<file path="config.mk">
export PLATFORM = sky130hd
export DESIGN_NAME = sea_min_add
export DESIGN_NICKNAME = d
export VERILOG_FILES = /design/src/rtl/core/sea_pkg.sv /design/src/rtl/core/sea_min_add.sv
export SDC_FILE = /design/constraint.sdc
export NUM_CORES = 1
export LEC_CHECK = 0
export BUFFER_PORTS_ARGS = -buffer_cell sky130_fd_sc_hd__buf_2
export CAP_MARGIN = 20
export CORE_AREA = 2 2 93 86
export DETAILED_ROUTE_END_ITERATION = 7
export DIE_AREA = 0 0 95 88
export PLACE_DENSITY = 0.84
export SKIP_LAST_GASP = 1
export SYNTH_ARGS = -nofsm -noshare
export SYNTH_HDL_FRONTEND = slang
export SYNTH_SLANG_ARGS = --single-unit
</file>
<file path="constraint.sdc">
create_clock -name vclk -period 12.9
set_clock_uncertainty 0.1 [all_clocks]
set_input_delay 1.29 -clock vclk [all_inputs]
set_output_delay 1.29 -clock vclk [all_outputs]
set_load 0.01 [all_outputs]
</file>
<file path="src/rtl/core/sea_pkg.sv">
// ----------------------------------------------------------------------------
// sea_pkg
// Shared types and constants for the seam energy accumulator.
// ----------------------------------------------------------------------------
package sea_pkg;

  // Width of the row width register and its value after reset.
  localparam int unsigned CFG_W           = 11;
  localparam logic [CFG_W-1:0] ROW_WIDTH_RESET = 11'd1024;

  // Width of one cumulative energy value and of a line store entry.
  localparam int unsigned CUM_W   = 32;
  localparam logic [CUM_W-1:0] CUM_MAX = '1;

  // Row position flags of one pixel, from the column tracker.
  typedef struct packed {
    logic first_row;  // pixel lies in the first row streamed of its image
    logic row_end;    // pixel is the last one of its row
  } row_pos_t;

endpackage

</file>
<file path="src/rtl/core/sea_min_add.sv">
// ----------------------------------------------------------------------------
// sea_min_add
// Three-way minimum over the previous row's neighbours plus a saturating add
// of the pixel energy; a pixel of the first row gives its own energy alone.
// ----------------------------------------------------------------------------
module sea_min_add #(
  parameter int unsigned ENERGY_BITS = 12
) (
  input  logic [ENERGY_BITS-1:0]    energy_i,
  input  sea_pkg::row_pos_t         pos_i,
  input  logic                      col_zero_i,
  input  logic [sea_pkg::CUM_W-1:0] left_i,
  input  logic [sea_pkg::CUM_W-1:0] above_i,
  input  logic [sea_pkg::CUM_W-1:0] right_i,
  output logic [sea_pkg::CUM_W-1:0] cum_o
);
  import sea_pkg::*;

  logic [CUM_W-1:0] best_lc, best;
  logic [CUM_W:0]   sum;

  always_comb begin
    // Drop neighbours that fall outside the row.
    best_lc = (!col_zero_i && left_i < above_i) ? left_i : above_i;
    best    = (!pos_i.row_end && right_i < best_lc) ? right_i : best_lc;
    sum     = (CUM_W+1)'(energy_i) + (CUM_W+1)'(best);
    if (pos_i.first_row) begin
      cum_o = CUM_W'(energy_i);
    end else if (sum[CUM_W]) begin
      cum_o = CUM_MAX;
    end else begin
      cum_o = sum[CUM_W-1:0];
    end
  end

endmodule

</file>
; Word-level counts from Yosys, hierarchy flattened
; Cells that the tools add are included.
[totals]
regBits = 0
wordCells = 11
inputBits = 111
output_inout_bits = 32
[op_classes]
n_mux = 4
n_addsub = 1
magnitude_cmp = 2
reduce_logical = 4
[op_table]
columns = operator, n
row1 = two-way mux 32 bit, 4
row2 = less-than comparator 32 bit, 2
row3 = adder 12 x 32 -> 33 bit, 1
row4 = logical AND 1 bit, 2
row5 = zero test 1 bit, 2

; Longest topological paths before layout
; Gate-level depths: netlist (run 1).
[logic_depth]
word_depth = 9
depth_mapped = 42

; Least setup slack after synthesis (run 1)
; No wires, ideal clock.
[synth_path]
kind = input to output
from = in above_i[10] in the netlist's numbering
to = out cum_o[31] in the netlist's numbering
cell_stages = 39
n_path_buf = 8
setup_slack_ns = 2.398
t_arrival_ns = 9.112
cell_sequence = inv_1 > ha_1 > and4_4 > nor2b_1 > a211o_1 > o311ai_4 > and2_1 > buf_6 > clkbuf_1 > buf_2 > clkbuf_1 > buf_1 > nor2_1 > a21oi_1 > ha_1 > a21oi_1 > nor2_1 > a2111oi_0 > (+3 left out) > o21ai_4 > clkbuf_1 > clkbuf_1 > nor2_1 > a21o_1 > ha_1 > a21o_1 > a21oi_1 > o21ai_0 > and2_1 > o41ai_1 > nor3_1 > or3_1 > clkbuf_1 > nand4_1 > a21o_1 > nor3_1 > a211oi_1
[synth_between]
elab_chain_len = 9
[synth_lines]
columns = element, line_no
row1 = "start, declared", sea_min_add.sv:13  ; input logic [sea_pkg::CUM_W-1:0] above_i,
row2 = less-than comparator 32 bit, sea_min_add.sv:24  ; best_lc = (!col_zero_i && left_i < above_i) ? left_i : above_i;
row3 = logical AND 1 bit, sea_min_add.sv:24
row4 = two-way mux 32 bit *, sea_min_add.sv:24
row5 = less-than comparator 32 bit, sea_min_add.sv:25  ; best = (!pos_i.row_end && right_i < best_lc) ? right_i : best_lc;
row6 = logical AND 1 bit, sea_min_add.sv:25
row7 = two-way mux 32 bit *, sea_min_add.sv:25
row8 = adder 12 x 32 -> 33 bit *, sea_min_add.sv:26  ; sum = (CUM_W+1)'(energy_i) + (CUM_W+1)'(best);
row9 = two-way mux 32 bit *, sea_min_add.sv:29  ; end else if (sum[CUM_W]) begin
row10 = two-way mux 32 bit *, sea_min_add.sv:27  ; if (pos_i.first_row) begin
row11 = "end, declared", sea_min_add.sv:15  ; output logic [sea_pkg::CUM_W-1:0] cum_o
; Mark *: on every way between the ends. The rest lies on a longest branch, timed or not.

; Final worst setup path (run 1)
[layout_path]
from = in above_i[13] in the netlist's numbering
to = out cum_o[13] in the netlist's numbering
; Same word-level chain as after synthesis.

==> results of run 1 <==
worst min path at each step:
stage               slack (ns)  endpoint
floorplan                 2.61  cum_o[8]
global route              2.82  cum_o[4]
CTS                       2.80  cum_o[3]
detailed placement        2.79  cum_o[5]
global placement          2.79  cum_o[6]
finish                    2.80  cum_o[3]
cells by family (layout without fill, tap and decap cells):
logic type	Yosys count	in the layout	synth area share
muxes	16	16	0.0469
xor gates and xnor gates	21	21	0.0479
AOI/OAI and AO/OA	189	189	0.310
adders and majority gates	75	75	0.246
and+or+nand+nor	219	219	0.268
buffers and inverters	74	192	0.0811
stage by stage:
step	setup slack [ns]	instance area (um2)	std cells	total power [mW]	hold WS, ns
floorplan	2.40	3840	594	0.187	2.61
global placement	1.86	4560	808	0.260	2.79
detailed placement	1.44	4560	808	0.268	2.79
CTS	1.38	4560	808	0.270	2.80
global route	0.316	4560	808	0.305	2.82
finish	1.20	4560	808	0.273	2.80
cell usage after synthesis (3+ instances only):
| master | n | area [um2] |
|---|---|---|
| a21oi_1 | 84 | 420 |
| nor2_1 | 79 | 297 |
| ha_1 | 74 | 926 |
| nand2_1 | 53 | 199 |
| inv_1 | 46 | 173 |
| o21ai_0 | 33 | 165 |
| nand4_1 | 20 | 125 |
| xnor2_1 | 17 | 149 |
| clkbuf_1 | 15 | 56.3 |
| nor3_1 | 15 | 75.1 |
| nand3_1 | 13 | 65.1 |
| a211oi_1 | 12 | 90.1 |
| a21o_1 | 11 | 82.6 |
| mux2i_1 | 9 | 90.1 |
| o21ai_2 | 8 | 70.1 |
| and3_1 | 7 | 43.8 |
| nor4_1 | 7 | 43.8 |
| buf_1 | 6 | 22.5 |
| mux2_2 | 6 | 67.6 |
| a2111oi_0 | 5 | 43.8 |
| a31oi_1 | 5 | 31.3 |
| nand2b_1 | 5 | 31.3 |
| o21a_1 | 5 | 37.5 |
| buf_6 | 4 | 45.0 |
| xor2_1 | 4 | 35.0 |
| a211o_1 | 3 | 26.3 |
| a311oi_1 | 3 | 26.3 |
| and2_1 | 3 | 18.8 |
| buf_2 | 3 | 15.0 |
| nor2b_1 | 3 | 18.8 |
| nor3b_1 | 3 | 22.5 |
| or3_1 | 3 | 18.8 |
routing by layer:
layer | GRT usage | share of wire
met2 | 0.526 | 0.47
met4 | 0.119 | 0.040
met5 | 0 | 0
met1 | 0.352 | 0.41
met3 | 0.0181 | 0.075
final cells by class:
type	instances	area [um2]	share of cell area
inverters	46	173	0.0378
well taps	96	120	0.0263
multi-input cells	520	3530	0.774
repair buffers	146	738	0.162
power groups by stage:
stage / Combinational (mW) / Clock [mW] / Sequential (mW)
3_3_place_gp: 0.260 / 0 / 0
3_5_place_dp: 0.268 / 0 / 0
6_report: 0.273 / 0 / 0
5_1_grt: 0.305 / 0 / 0
4_1_cts: 0.270 / 0 / 0
2_1_floorplan: 0.187 / 0 / 0
==> impl_metrics.yaml, run 1 <==
status:
  status: "finished clean"
route:
  drcViolationCount: 0
  ant_nets: 0
  drt-total-wl_mm: 12.5
  dr.first_iter.drc_count: 244
  wl_per_cell_um: 15.4
  viasPerCell: 6.01
  first_pass_iters: 5
  vias: 4856
logic_synthesis:
  postSynthCellCount: 594
  synth-seq-area-share: 0
  netlist_area_um2: 3840
  syn_nets: 780
  yosys_warnings: 0
  syn_avg_cell_area_um2: 6.47
  yosysUniqueCellTypes: 54
grt:
  grt.total_usage: 0.289
  grt.overflow.total: 0
  grt_max_degree: 62
  grt_pass1_wl_mm: 19.6
  antenna_found_initial: 0
  grt_pass1_vias: 4456
timing:
  finalSetupTns_ns: 0
  slew_viol_final: 0
  worst_slew_pin_slew_ns: 1.03
  rsz0062_at_grt: "no"
  min_period_ns: 11.70
  final_hold_viol_count: 0
  slew_headroom: 0.308
  fmax_mhz: 85.5
  setup_viol_count_final: 0
  fin_crit_sh: 0.907
power_and_ir_drop:
  leakage_nw: 2.33
  pwr-share-clk: 0
  switching_share: 0.596
  p_comb_frac: 1.000
  ir_drop_mv: 0.0537
  seqPwrFrac: 0
  netSwitchingPower_uw: 163
  p_int_uw: 110
  power.density_nw_per_um2: 59.8
setup_path:
  slowest_delay_ns: 0.89
  crit_family: "compound AO/OA/AOI/OAI gates"
  cp_data_arrival_time_ns: 10.31
  cp-startpoint: "above_i[13]"
  path_class: "primary input to output port"
  crit_slowest_cell: "and2_2"
  required_ns: 11.51
  cp.buffers_inverters: 5
  worst_setup_path_end_kind: "output port"
  critPathMaxFanout: 61
  path_depth: 32
  cpMostUsedCell: "a21oi_1"
  startpoint_type: "primary input"
  cp-endpoint: "cum_o[13]"
final_layout:
  regArea_um2: 0
  n_clock_buffer: 0
  area_growth_pct: 18.8
  fin_util: 0.617
  antenna_cells: 0
  layout-drive-gt1-share: 0.237
  finalNetCount: 900
  final_common_cell: "buf_2"
  seq_cell_count: 0
  fillers: 737
  final_cell_mix: "143 x buf_2, 84 x a21oi_1, 79 x nor2_1"
die:
  rows: 30
  start_util: 0.520
  die-height_um: 88
  ioPinCount: 143
  die-width_um: 95
  design.core.area_um2: 7390
  die_area_um2: 8360
clock_network:
  hold_buffers: 0
  cts_setup_buffers: 0
  cts_resized: 0
place:
  numPortBuffers: 143
  dpl.hpwl_mm: 10.5
  gp_congestion: 0.932
min_path:
  hp-start: "energy_i[3]"
  hold_depth: 4
  min_path_type: "primary input to output port"
job:
  cap_violations: 0
No activity file was read; power rests on OpenSTA's default activity.
==> inputs of run 2 (changes only) <==
CORE_AREA = 2 2 95 88   (was 2 2 93 86)
DIE_AREA = 0 0 97 90   (was 0 0 95 88)
PLACE_DENSITY = 0.81   (was 0.84)
==> impl_metrics.yaml, run 2 (synthesized netlist as in run 1, its figures left out) <==
status:
  status: "finished clean"
setup_path:
  crit_family: "simple AND/OR/NAND/NOR gates"
  cp_data_arrival_time_ns: 10.16
  cpMostUsedCell: "o21ai_0"
  startpoint_type: "primary input"
  required_ns: 11.51
  critPathMaxFanout: 45
  slowest_delay_ns: 0.74
  worst_setup_path_end_kind: "output port"
  cp.buffers_inverters: 6
  crit_slowest_cell: "or3_1"
  path_class: "primary input to output port"
timing:
  final_hold_viol_count: 0
  slew_viol_final: 0
  timing.hold.ws_ns: 2.80
  slew_headroom: 0.301
  min_period_ns: 11.55
  setup_viol_count_final: 0
  rsz0062_at_grt: "no"
  fmax_mhz: 86.6
  worst_slew_pin_slew_ns: 1.04
  finalSetupTns_ns: 0
  fin_crit_sh: 0.895
route:
  viasPerCell: 5.92
  ant_nets: 0
  drcViolationCount: 0
  dr.first_iter.drc_count: 228
  wl_per_cell_um: 15.0
  vias: 4804
  drt-total-wl_mm: 12.2
  first_pass_iters: 5
power_and_ir_drop:
  power.density_nw_per_um2: 59.3
  leakage_nw: 2.33
  finalPower_uw: 271
  ir_drop_mv: 0.0525
final_layout:
  finalNetCount: 900
  final_cell_mix: "143 x buf_2, 84 x a21oi_1, 79 x nor2_1"
  regArea_um2: 0
  area_growth_pct: 18.9
  n_clock_buffer: 0
  multi_input_area_um2: 3530
  layout-drive-gt1-share: 0.237
  antenna_cells: 0
  final_common_cell: "buf_2"
  fillers: 797
  seq_cell_count: 0
grt:
  antenna_found_initial: 0
  grt.total_usage: 0.271
  grt.overflow.total: 0
  grt_pass1_vias: 4606
  grt_max_degree: 46
  grt_pass1_wl_mm: 20.5
clock_network:
  hold_buffers: 0
  cts_setup_buffers: 0
  cts_resized: 0
place:
  dpl.hpwl_mm: 10.3
  gp_congestion: 0.965
  numPortBuffers: 143
die:
  die-height_um: 90
  die-width_um: 97
  die_area_um2: 8730
  ioPinCount: 143
  start_util: 0.493
  design.core.area_um2: 7800
  rows: 31
min_path:
  min_path_type: "primary input to output port"
job:
  cap_violations: 0
## run 2: final cells by class
type	instances	share of cell area
multi-input cells	520	0.773
well taps	99	0.0271
inverters	46	0.0378
repair buffers	146	0.162
## run 2: power by group
group | internal (mW) | switching, mW | leakage, nW
sequential | 0 | 0 | 0
combinational | 0.110 | 0.161 | 2.33
clock | 0 | 0 | 0
## run 2: per-stage QoR
step           instance area, um2  cells  utilization  worst slack, ns
6_report                     4570    811        0.586             1.35
5_1_grt                      4570    811        0.586            0.462
4_1_cts                      4570    811        0.586             1.51
3_5_place_dp                 4570    811        0.586             1.52
3_3_place_gp                 4570    811        0.586             1.81
2_1_floorplan                3840    594            -             2.40
## run 2: tightest hold or removal path: cells and delay by family
kind / cells / cell delay [ns]
buffers and inverters: 2 / 0.21
AOI/OAI and AO/OA: 1 / 0.06
and+or+nand+nor: 1 / 0.05
## run 2: final timing paths
check                  startpoint   endpoint  slack [ns]  depth (start not counted)
worst max-delay path  above_i[19]  cum_o[14]        1.35                         34
worst min-delay path  energy_i[3]   cum_o[3]        2.80                          4
## run 2: routing by layer
| layer | global-route usage | routed length [um] | vias up |
|---|---|---|---|
| met2 | 0.491 | 5800 | 200 |
| met1 | 0.340 | 5210 | 2164 |
| met5 | 0 | 0 | - |
| met4 | 0.0845 | 367 | 0 |
| met3 | 0.0187 | 822 | 28 |
| li1 | - | - | 2412 |
