File: config.mk
export PLATFORM = sky130hd
export DESIGN_NAME = sea_col_ctrl
export DESIGN_NICKNAME = d
export VERILOG_FILES = /design/src/rtl/core/sea_pkg.sv /design/src/rtl/core/sea_col_ctrl.sv
export SDC_FILE = /design/constraint.sdc
export NUM_CORES = 1
export LEC_CHECK = 0
export ABC_AREA = 1
export CORE_UTILIZATION = 56
export CTS_CLUSTER_DIAMETER = 150
export DETAILED_ROUTE_END_ITERATION = 7
export DONT_BUFFER_PORTS = 1
export PLACE_DENSITY = 0.7
export SLEW_MARGIN = 40
export SYNTH_ARGS = -nofsm -noshare
export SYNTH_HDL_FRONTEND = slang
export SYNTH_SLANG_ARGS = --single-unit
File: constraint.sdc
create_clock -name clk_i -period 10.4 [get_ports clk_i]
set_clock_uncertainty 0.1 [all_clocks]
set_input_delay 3.12 -clock clk_i [delete_from_list [all_inputs] [get_ports clk_i]]
set_output_delay 3.12 -clock clk_i [all_outputs]
set_load 0.05 [all_outputs]
File: src/rtl/core/sea_pkg.sv
// ----------------------------------------------------------------------------
// sea_pkg
// Shared types and constants for the seam energy accumulator.
// ----------------------------------------------------------------------------
package sea_pkg;

  // Width of the row width register and its value after reset.
  localparam int unsigned CFG_W           = 11;
  localparam logic [CFG_W-1:0] ROW_WIDTH_RESET = 11'd1024;

  // Width of one cumulative energy value and of a line store entry.
  localparam int unsigned CUM_W   = 32;
  localparam logic [CUM_W-1:0] CUM_MAX = '1;

  // Row position flags of one pixel, from the column tracker.
  typedef struct packed {
    logic first_row;  // pixel lies in the first row streamed of its image
    logic row_end;    // pixel is the last one of its row
  } row_pos_t;

endpackage

File: src/rtl/core/sea_col_ctrl.sv
// ----------------------------------------------------------------------------
// sea_col_ctrl
// Row width register and column / first-row tracking for accepted pixels.
// ----------------------------------------------------------------------------
module sea_col_ctrl #(
  parameter int unsigned MAX_ROW_WIDTH = 1024,
  parameter int unsigned AW            = 10
) (
  input  logic                    clk_i,
  input  logic                    rst_ni,
  input  logic                    cfg_valid_i,
  input  logic [sea_pkg::CFG_W-1:0] cfg_data_i,
  input  logic                    accept_i,
  input  logic                    frame_start_i,
  output logic [AW-1:0]           col_o,
  output sea_pkg::row_pos_t       pos_o
);
  import sea_pkg::*;

  localparam int unsigned CMPW = (AW + 1 > CFG_W) ? AW + 1 : CFG_W;
  localparam logic [CMPW-1:0] MAX_W = CMPW'(MAX_ROW_WIDTH);

  logic [CFG_W-1:0] row_width_q;
  logic [AW-1:0]    col_count_q, col_count_d;
  logic             first_row_q, first_row_d;
  logic [CMPW-1:0]  width_raw, width_eff, col_next;
  logic [AW-1:0]    col;
  logic             first_row;
  logic             row_end;

  always_comb begin
    width_raw = CMPW'(row_width_q);
    if (width_raw == '0) begin
      width_eff = CMPW'(1);
    end else if (width_raw > MAX_W) begin
      width_eff = MAX_W;
    end else begin
      width_eff = width_raw;
    end
  end

  // A frame start restarts the column count and first-row mode.
  assign col       = frame_start_i ? '0 : col_count_q;
  assign first_row = frame_start_i | first_row_q;
  assign col_next  = CMPW'(col) + CMPW'(1);
  assign row_end   = (col_next >= width_eff);

  always_comb begin
    col_count_d = row_end ? '0 : AW'(col_next);
    first_row_d = row_end ? 1'b0 : first_row;
  end

  always_ff @(posedge clk_i or negedge rst_ni) begin
    if (!rst_ni) begin
      row_width_q <= ROW_WIDTH_RESET;
      col_count_q <= '0;
      first_row_q <= 1'b1;
    end else begin
      if (cfg_valid_i) begin
        row_width_q <= cfg_data_i;
      end
      if (accept_i) begin
        col_count_q <= col_count_d;
        first_row_q <= first_row_d;
      end
    end
  end

  assign col_o           = col;
  assign pos_o.first_row = first_row;
  assign pos_o.row_end   = row_end;

endmodule

* Word-level counts from Yosys, hierarchy flattened
Cells that the tools add are included.
** Storage, ports and cells
- Bits in latches :: 0
- Word-level logic and storage cells :: 13
- Memory bits (read-only) :: 0
- Memories :: 0
- Register bits after elaboration :: 22
- Bits in writable memories :: 0
** Cells by class
- Shifts and indexed selects :: 0
- Div/mod/pow operators :: 0
- Order comparisons :: 2
- Bitwise operators :: 1
- Eq/ne operators :: 0
- Reduce and logical (&&, ||, !) cells :: 1
- $mul :: 0
- Add/subtract/negate cells :: 1
- Mux-type cells :: 5
** Operators by type and width (number)
- 2-to-1 mux 11 bit :: 2
- 2-to-1 mux 10 bit :: 2
- adder 10 x 1 -> 11 bit, second input constant :: 1
- >= comparator 11 bit :: 1
- > comparator 11 bit, second input constant :: 1
- logical NOT 11 bit :: 1
- 2-to-1 mux 1 bit :: 1
- bitwise OR 1 bit :: 1

* Longest topological paths before layout
Gate-level depths: netlist of the first run.
- Word-level depth :: 5
- Mapped depth :: 20
- Mapped depth without buffers :: 19

* Least setup slack after synthesis of the first run
No wires, ideal clock.
- Path type :: input-to-output
- Start point :: input port frame_start_i
- End point :: output port pos_o[0] (netlist name)
- Slack :: 1.680 ns
- Required time :: 7.180 ns
- Stages :: 15
- Arrival time :: 5.500 ns
- Path through :: nor2_2 -> ha_1 -> inv_1 -> nor2_4 -> nand2_2 -> nor3_1 -> ha_1 -> nand2_1 -> inv_1 -> a21oi_1 -> nand2_1 -> nor2_2 -> buf_4 -> inv_1 -> buf_4
** On the way
- Longest elaborated chain between the ends :: 3
** Ends and longest elaborated chain
- start, declared :: RTL line sea_col_ctrl.sv:14 : input logic frame_start_i,
- 2-to-1 mux 10 bit :: RTL line sea_col_ctrl.sv:43 : assign col = frame_start_i ? '0 : col_count_q;
- adder 10 x 1 -> 11 bit :: RTL line sea_col_ctrl.sv:45 : assign col_next = CMPW'(col) + CMPW'(1);
- >= comparator 11 bit :: RTL line sea_col_ctrl.sv:46 : assign row_end = (col_next >= width_eff);
- end, declared :: RTL line sea_col_ctrl.sv:16 : output sea_pkg::row_pos_t pos_o
No other way between the ends.

==> results_dict.tcl, run 1 <==
set metrics [dict create \
    die-area_um2 3090 \
    synth-simple-area-share 0.356 \
    grt_pass1_vias 1349 \
    area_growth_syn_to_layout_pct 4.21 \
    syn_nets 238 \
    crit_path_max_incr_delay_ps 400 \
    clk_pin_slew_ps 130 \
    final_area_um2 1670 \
    cts_made_buffers 3 \
    cts_tree "built" \
    grt_usage 0.236 \
    overflow 0 \
    drive_gt1_frac 0.224 \
    start_util 0.588 \
    die_width_um 55.6 \
    hold_violations 0 \
    yosysUniqueCellTypes 27 \
    fmax_mhz 113 \
    p_leak_uw 0.000875 \
    seq_area_frac_synth 0.344 \
    cts_hold_buf 0 \
    layout_commonest_cell "nand2_1" \
    crit_chain "inv_4, nand2_1, inv_2, ha_1, inv_1, nor2_4, nand2_2, nor3_1, ha_1, nand2_1, inv_1, a21oi_1, nand2_1, nor2_2, inv_1" \
    antenna_found_initial 0 \
    yosysWarningCount 0 \
    synth_compound_area_frac 0.0296 \
    firstDrtPassIters 4 \
    antenna_left 0 \
    cp.arrival_ps 5660 \
    slew_viol_final 0 \
    core-area_um2 2730 \
    slowest_stage "nor2_2" \
    dp_hpwl_mm 2.71 \
    drc 0 \
    syn_area_um2 1610 \
    clkSinkCount 22 \
    grt_max_degree 23 \
    htreeDepth 1 \
    path_delay_family "simple AND/OR/NAND/NOR gates" \
    insertion_delay_ps 320 \
    first_iter_violations 49 \
    synth_fa_ha_area_frac 0.0935 \
    finalSetupTns_ps 0 \
    cts-root-buf "clkbuf_4" \
    cts_setup_buffers 0 \
    ctsResizeCount 0 \
    cts_buffer_depth 2 \
    relSlewSlack 0.530 \
    via_per_inst 5.57 \
    via_count 1343 \
    power_density_nw_per_um2 125 \
    rsz0062_at_grt "no" \
    cap_viol_max_count 0 \
    synth_top_family_by_area "simple AND/OR/NAND/NOR gates" \
    placed_area_um2 1620 \
    min_path_type "register to register" \
    totalWireLength_mm 3.34 \
    tightest_slew_ps 704 \
    min_period_ps 8880 \
    crit_required_ps 7180 \
    peakVddDrop_v 0.000115 \
    worstSetupPathType "primary input to output pin" \
    cp-start-kind "primary input" \
    rows 19 \
    diodes 0 \
    synthCells 210 \
    synth_xor_xnor_area_share 0.0156 \
    pin_count 28 \
    synth.mux.area_fraction 0.0701 \
    crit_buf_inv 5 \
    setup_viol 0 \
    final_cell_mix "65 x nand2_1, 23 x inv_1, 20 x dfrtp_1" \
    worst-path-max-fanout 12 \
    ys_ff_latch 22 \
    setup.worst_path.end_class "output pin" \
    wire_per_inst_um 13.9 \
    synth_area_per_cell_um2 7.65 \
    finalCritPeriodShare 0.854 \
    portBuffers 0 \
    grt_first_pass_wirelength_mm 5.72 \
    die_y_um 55.6 \
    gp_congestion 0.943 \
    final_nets 239 \
    status "complete, no violations" \
]
-- area by class of cell --
cell class / count / area, um2
Fill cell: 262 / 1060
Multi-Input combinational cell: 154 / 907
Sequential cell: 22 / 553
Inverter: 28 / 108
Tap cell: 31 / 38.8
Clock inverter: 1 / 30.0
Clock buffer: 3 / 22.5
Timing Repair Buffer: 2 / 15.0
-- per-stage QoR --
step	hold slack [ps]	power [uW]	setup WS [ps]	utilization	instances
final	393	209	1520	0.612	241
after global placement	367	143	1640	0.593	237
after floorplan	342	138	1680	-	210
after global routing	399	218	1390	0.612	241
after CTS	395	210	1520	0.612	241
after detailed placement	376	145	1540	0.593	237
-- worst reg2reg max path, stage by stage, from the launching register on --
cell and delay [ps]:
dfrtp_1 450, inv_1 70, nor2_2 510, nand2_2 140, nor2_2 170, nand3_1 90, nand2_1 80, nand2_2 70
ha_1 290, nand2_1 90, inv_1 60, a21oi_1 140, nand2_1 80, nor2_2 400, nand3_1 140, nand2_1 80
-- routing by layer --
layer | routed length (um) | global-route usage | vias up
li1 | - | - | 660
met1 | 1310 | 0.261 | 631
met2 | 1780 | 0.439 | 45
met3 | 195 | 0.0375 | 7
met4 | 55 | 0.104 | 0
met5 | 0 | 0 | -
-- flip-flops by register name, summed over array words and instances (netlist names) --
| register | cells |
|---|---|
| col_count_q | 10 |
| first_row_q | 1 |
| row_width_q | 11 |
-- final timing paths --
check / slack, ps / cells after the start / end / start
worst max-delay path: 1520 / 15 / pos_o[0] / frame_start_i
worst min-delay path: 390 / 2 / first_row_q$_DFFE_PN1P_ / first_row_q$_DFFE_PN1P_
worst max register to register: 7380 / 15 / col_count_q[3]$_DFFE_PN0P_ / col_count_q[3]$_DFFE_PN0P_
worst min register to register: 390 / 2 / first_row_q$_DFFE_PN1P_ / first_row_q$_DFFE_PN1P_
max in group asynchronous: 7650 / 0 / first_row_q$_DFFE_PN1P_ / rst_ni
min in group asynchronous: 2370 / 0 / row_width_q[0]$_DFFE_PN0P_ / rst_ni
-- where the power goes --
group | internal, uW | switching [uW] | total [uW] | leakage, uW
Sequential | 93.2 | 6.34 | 99.5 | 0.000274
Combinational | 15.7 | 27.9 | 43.6 | 0.000573
Clock | 39.0 | 27.0 | 66.0 | 0.0000279
-- Yosys cell counts --
master,number,area [um2]
a21oi_1,3,15.0
buf_2,1,5.00
buf_4,4,30.0
clkbuf_1,1,3.75
dfrtp_1,20,500
dfstp_2,2,52.6
ha_1,12,150
inv_1,23,86.3
inv_2,4,15.0
inv_4,1,6.26
mux2_2,10,113
nand2_1,65,244
nand2_2,6,37.5
nand3_1,18,90.1
nand3_2,4,40.0
nand3b_1,3,22.5
nand4_1,2,12.5
nor2_1,11,41.3
nor2_2,9,56.3
nor2_4,1,11.3
nor3_1,2,10.0
o21ai_0,2,10.0
o21ai_1,1,5.00
o21ai_2,2,17.5
or2_2,1,6.26
xor2_1,1,8.76
xor2_2,1,16.3
-- kinds of logic (layout without fill, tap and decap cells) --
kind of cell / count (synthesis) / after routing
and+or+nand+nor: 122 / 122
buffers and inverters: 34 / 34
DFF: 22 / 22
adders and majority gates: 12 / 12
muxes: 10 / 10
AOI/OAI and AO/OA: 8 / 8
xor gates and xnor gates: 2 / 2
No activity file was read; power rests on OpenSTA's default activity.
==> inputs of run 2 (changes only) <==
--- a/config.mk
+++ b/config.mk
@@ -6,6 +6,7 @@
 export NUM_CORES = 1
 export LEC_CHECK = 0
 export ABC_AREA = 1
+export CORE_MARGIN = 2
 export CORE_UTILIZATION = 56
 export CTS_CLUSTER_DIAMETER = 150
 export DETAILED_ROUTE_END_ITERATION = 7
==> results_dict.tcl, run 2 (synthesized netlist as in run 1, its figures left out) <==
set metrics [dict create \
    cap_viol_max_count 0 \
    diodes 0 \
    final_nets 239 \
    via_per_inst 5.44 \
    tightest_slew_ps 669 \
    placed_area_um2 1620 \
    ff_latch_area_um2 553 \
    grt_pass1_vias 1328 \
    pin_count 28 \
    portBuffers 0 \
    largest_reg_flops 11 \
    start_util 0.588 \
    reg_top3 "row_width_q: 11 flops, col_count_q: 10 flops, first_row_q: 1 flops" \
    cp.arrival_ps 5650 \
    gp_congestion 0.929 \
    peakVddDrop_v 0.0000915 \
    rsz0062_at_grt "no" \
    clk_pin_slew_ps 110 \
    cts_buffer_depth 2 \
    die-area_um2 3310 \
    antenna_left 0 \
    fin_cells 241 \
    relSlewSlack 0.553 \
    slew_viol_final 0 \
    grt_first_pass_wirelength_mm 5.84 \
    totalWireLength_mm 3.29 \
    status "complete, no violations" \
    timing.hold.ws_ps 385 \
    final_cell_mix "65 x nand2_1, 23 x inv_1, 20 x dfrtp_1" \
    firstDrtPassIters 4 \
    worst-path-max-fanout 12 \
    layout_commonest_cell "nand2_1" \
    dpl.cell_count 237 \
    crit_required_ps 7180 \
    finalSetupTns_ps 0 \
    fill_cells 266 \
    ctsResizeCount 0 \
    cts_made_buffers 3 \
    r2r_slack_ps 7420 \
    cts_tree "built" \
    cts-root-buf "clkbuf_4" \
    cts_setup_buffers 0 \
    wire_per_inst_um 13.7 \
    die_y_um 57.6 \
    cts_hold_buf 0 \
    worstSetupPathType "primary input to output pin" \
    finalCritPeriodShare 0.853 \
    drc 0 \
    p_leak_uw 0.000862 \
    dp_hpwl_mm 2.67 \
    regMostFlops "row_width_q" \
    hold_violations 0 \
    htreeDepth 1 \
    area_growth_syn_to_layout_pct 2.57 \
    setup.worst_path.end_class "output pin" \
    fmax_mhz 113 \
    grt_usage 0.228 \
    setup_viol 0 \
    core-area_um2 2730 \
    insertion_delay_ps 310 \
    antenna_found_initial 0 \
    fin_util 0.603 \
    multi_input_area_um2 907 \
    power_density_nw_per_um2 111 \
    final_area_um2 1650 \
    die_width_um 57.6 \
    min_path_type "register to register" \
    grt_max_degree 23 \
    drive_gt1_frac 0.219 \
    clkSinkCount 22 \
    overflow 0 \
    cp-start-kind "primary input" \
    rows 19 \
    first_iter_violations 75 \
    via_count 1310 \
    min_period_ps 8870 \
]
## run 2: per-stage QoR
step / power [uW] / setup WS (ps)
after floorplan: 138 / 1680
after global placement: 143 / 1630
after detailed placement: 145 / 1530
after CTS: 186 / 1520
after global routing: 196 / 1320
final: 183 / 1530
## run 2: power breakdown
group,switching [uW],leakage [uW],internal [uW]
sequential,6.21,0.000274,93.2
clock,24.8,0.0000150,15.0
combinational,27.9,0.000573,15.7
total,58.9,0.000862,124
## run 2: final cells by class
type / count / area share
multi-input combinational: 154 / 0.550
sequential: 22 / 0.336
inverter: 28 / 0.0653
tap: 31 / 0.0235
clock buffer: 4 / 0.0159
timing repair buffer: 2 / 0.00911
## run 2: final timing paths
kind	start	end	depth (start not counted)
max in group asynchronous	rst_ni	row_width_q[10]$_DFFE_PN1P_	0
worst min register to register	first_row_q$_DFFE_PN1P_	first_row_q$_DFFE_PN1P_	2
worst max-delay path	frame_start_i	pos_o[0]	15
min in group asynchronous	rst_ni	col_count_q[0]$_DFFE_PN0P_	0
worst min-delay path	first_row_q$_DFFE_PN1P_	first_row_q$_DFFE_PN1P_	2
worst max register to register	col_count_q[3]$_DFFE_PN0P_	col_count_q[7]$_DFFE_PN0P_	15
## run 2: routing by layer
metal  routed length, um  GRT usage  vias to the layer above  share of wire
met1                1380      0.276                      609           0.42
met5                   0          0                        -              0
met2                1650      0.398                       31           0.50
met4                 112      0.110                        0          0.034
met3                 156     0.0317                        9          0.047
li1                    -          -                      661              -
## run 2: worst max-delay path, cell delays in order
cell and delay (ps):
inv_4 80, nand2_1 70, inv_2 230, ha_1 260
inv_1 110, nor2_4 160, nand2_2 80, nor3_1 150
ha_1 270, nand2_1 90, inv_1 50, a21oi_1 130
nand2_1 80, nor2_2 410, inv_1 350
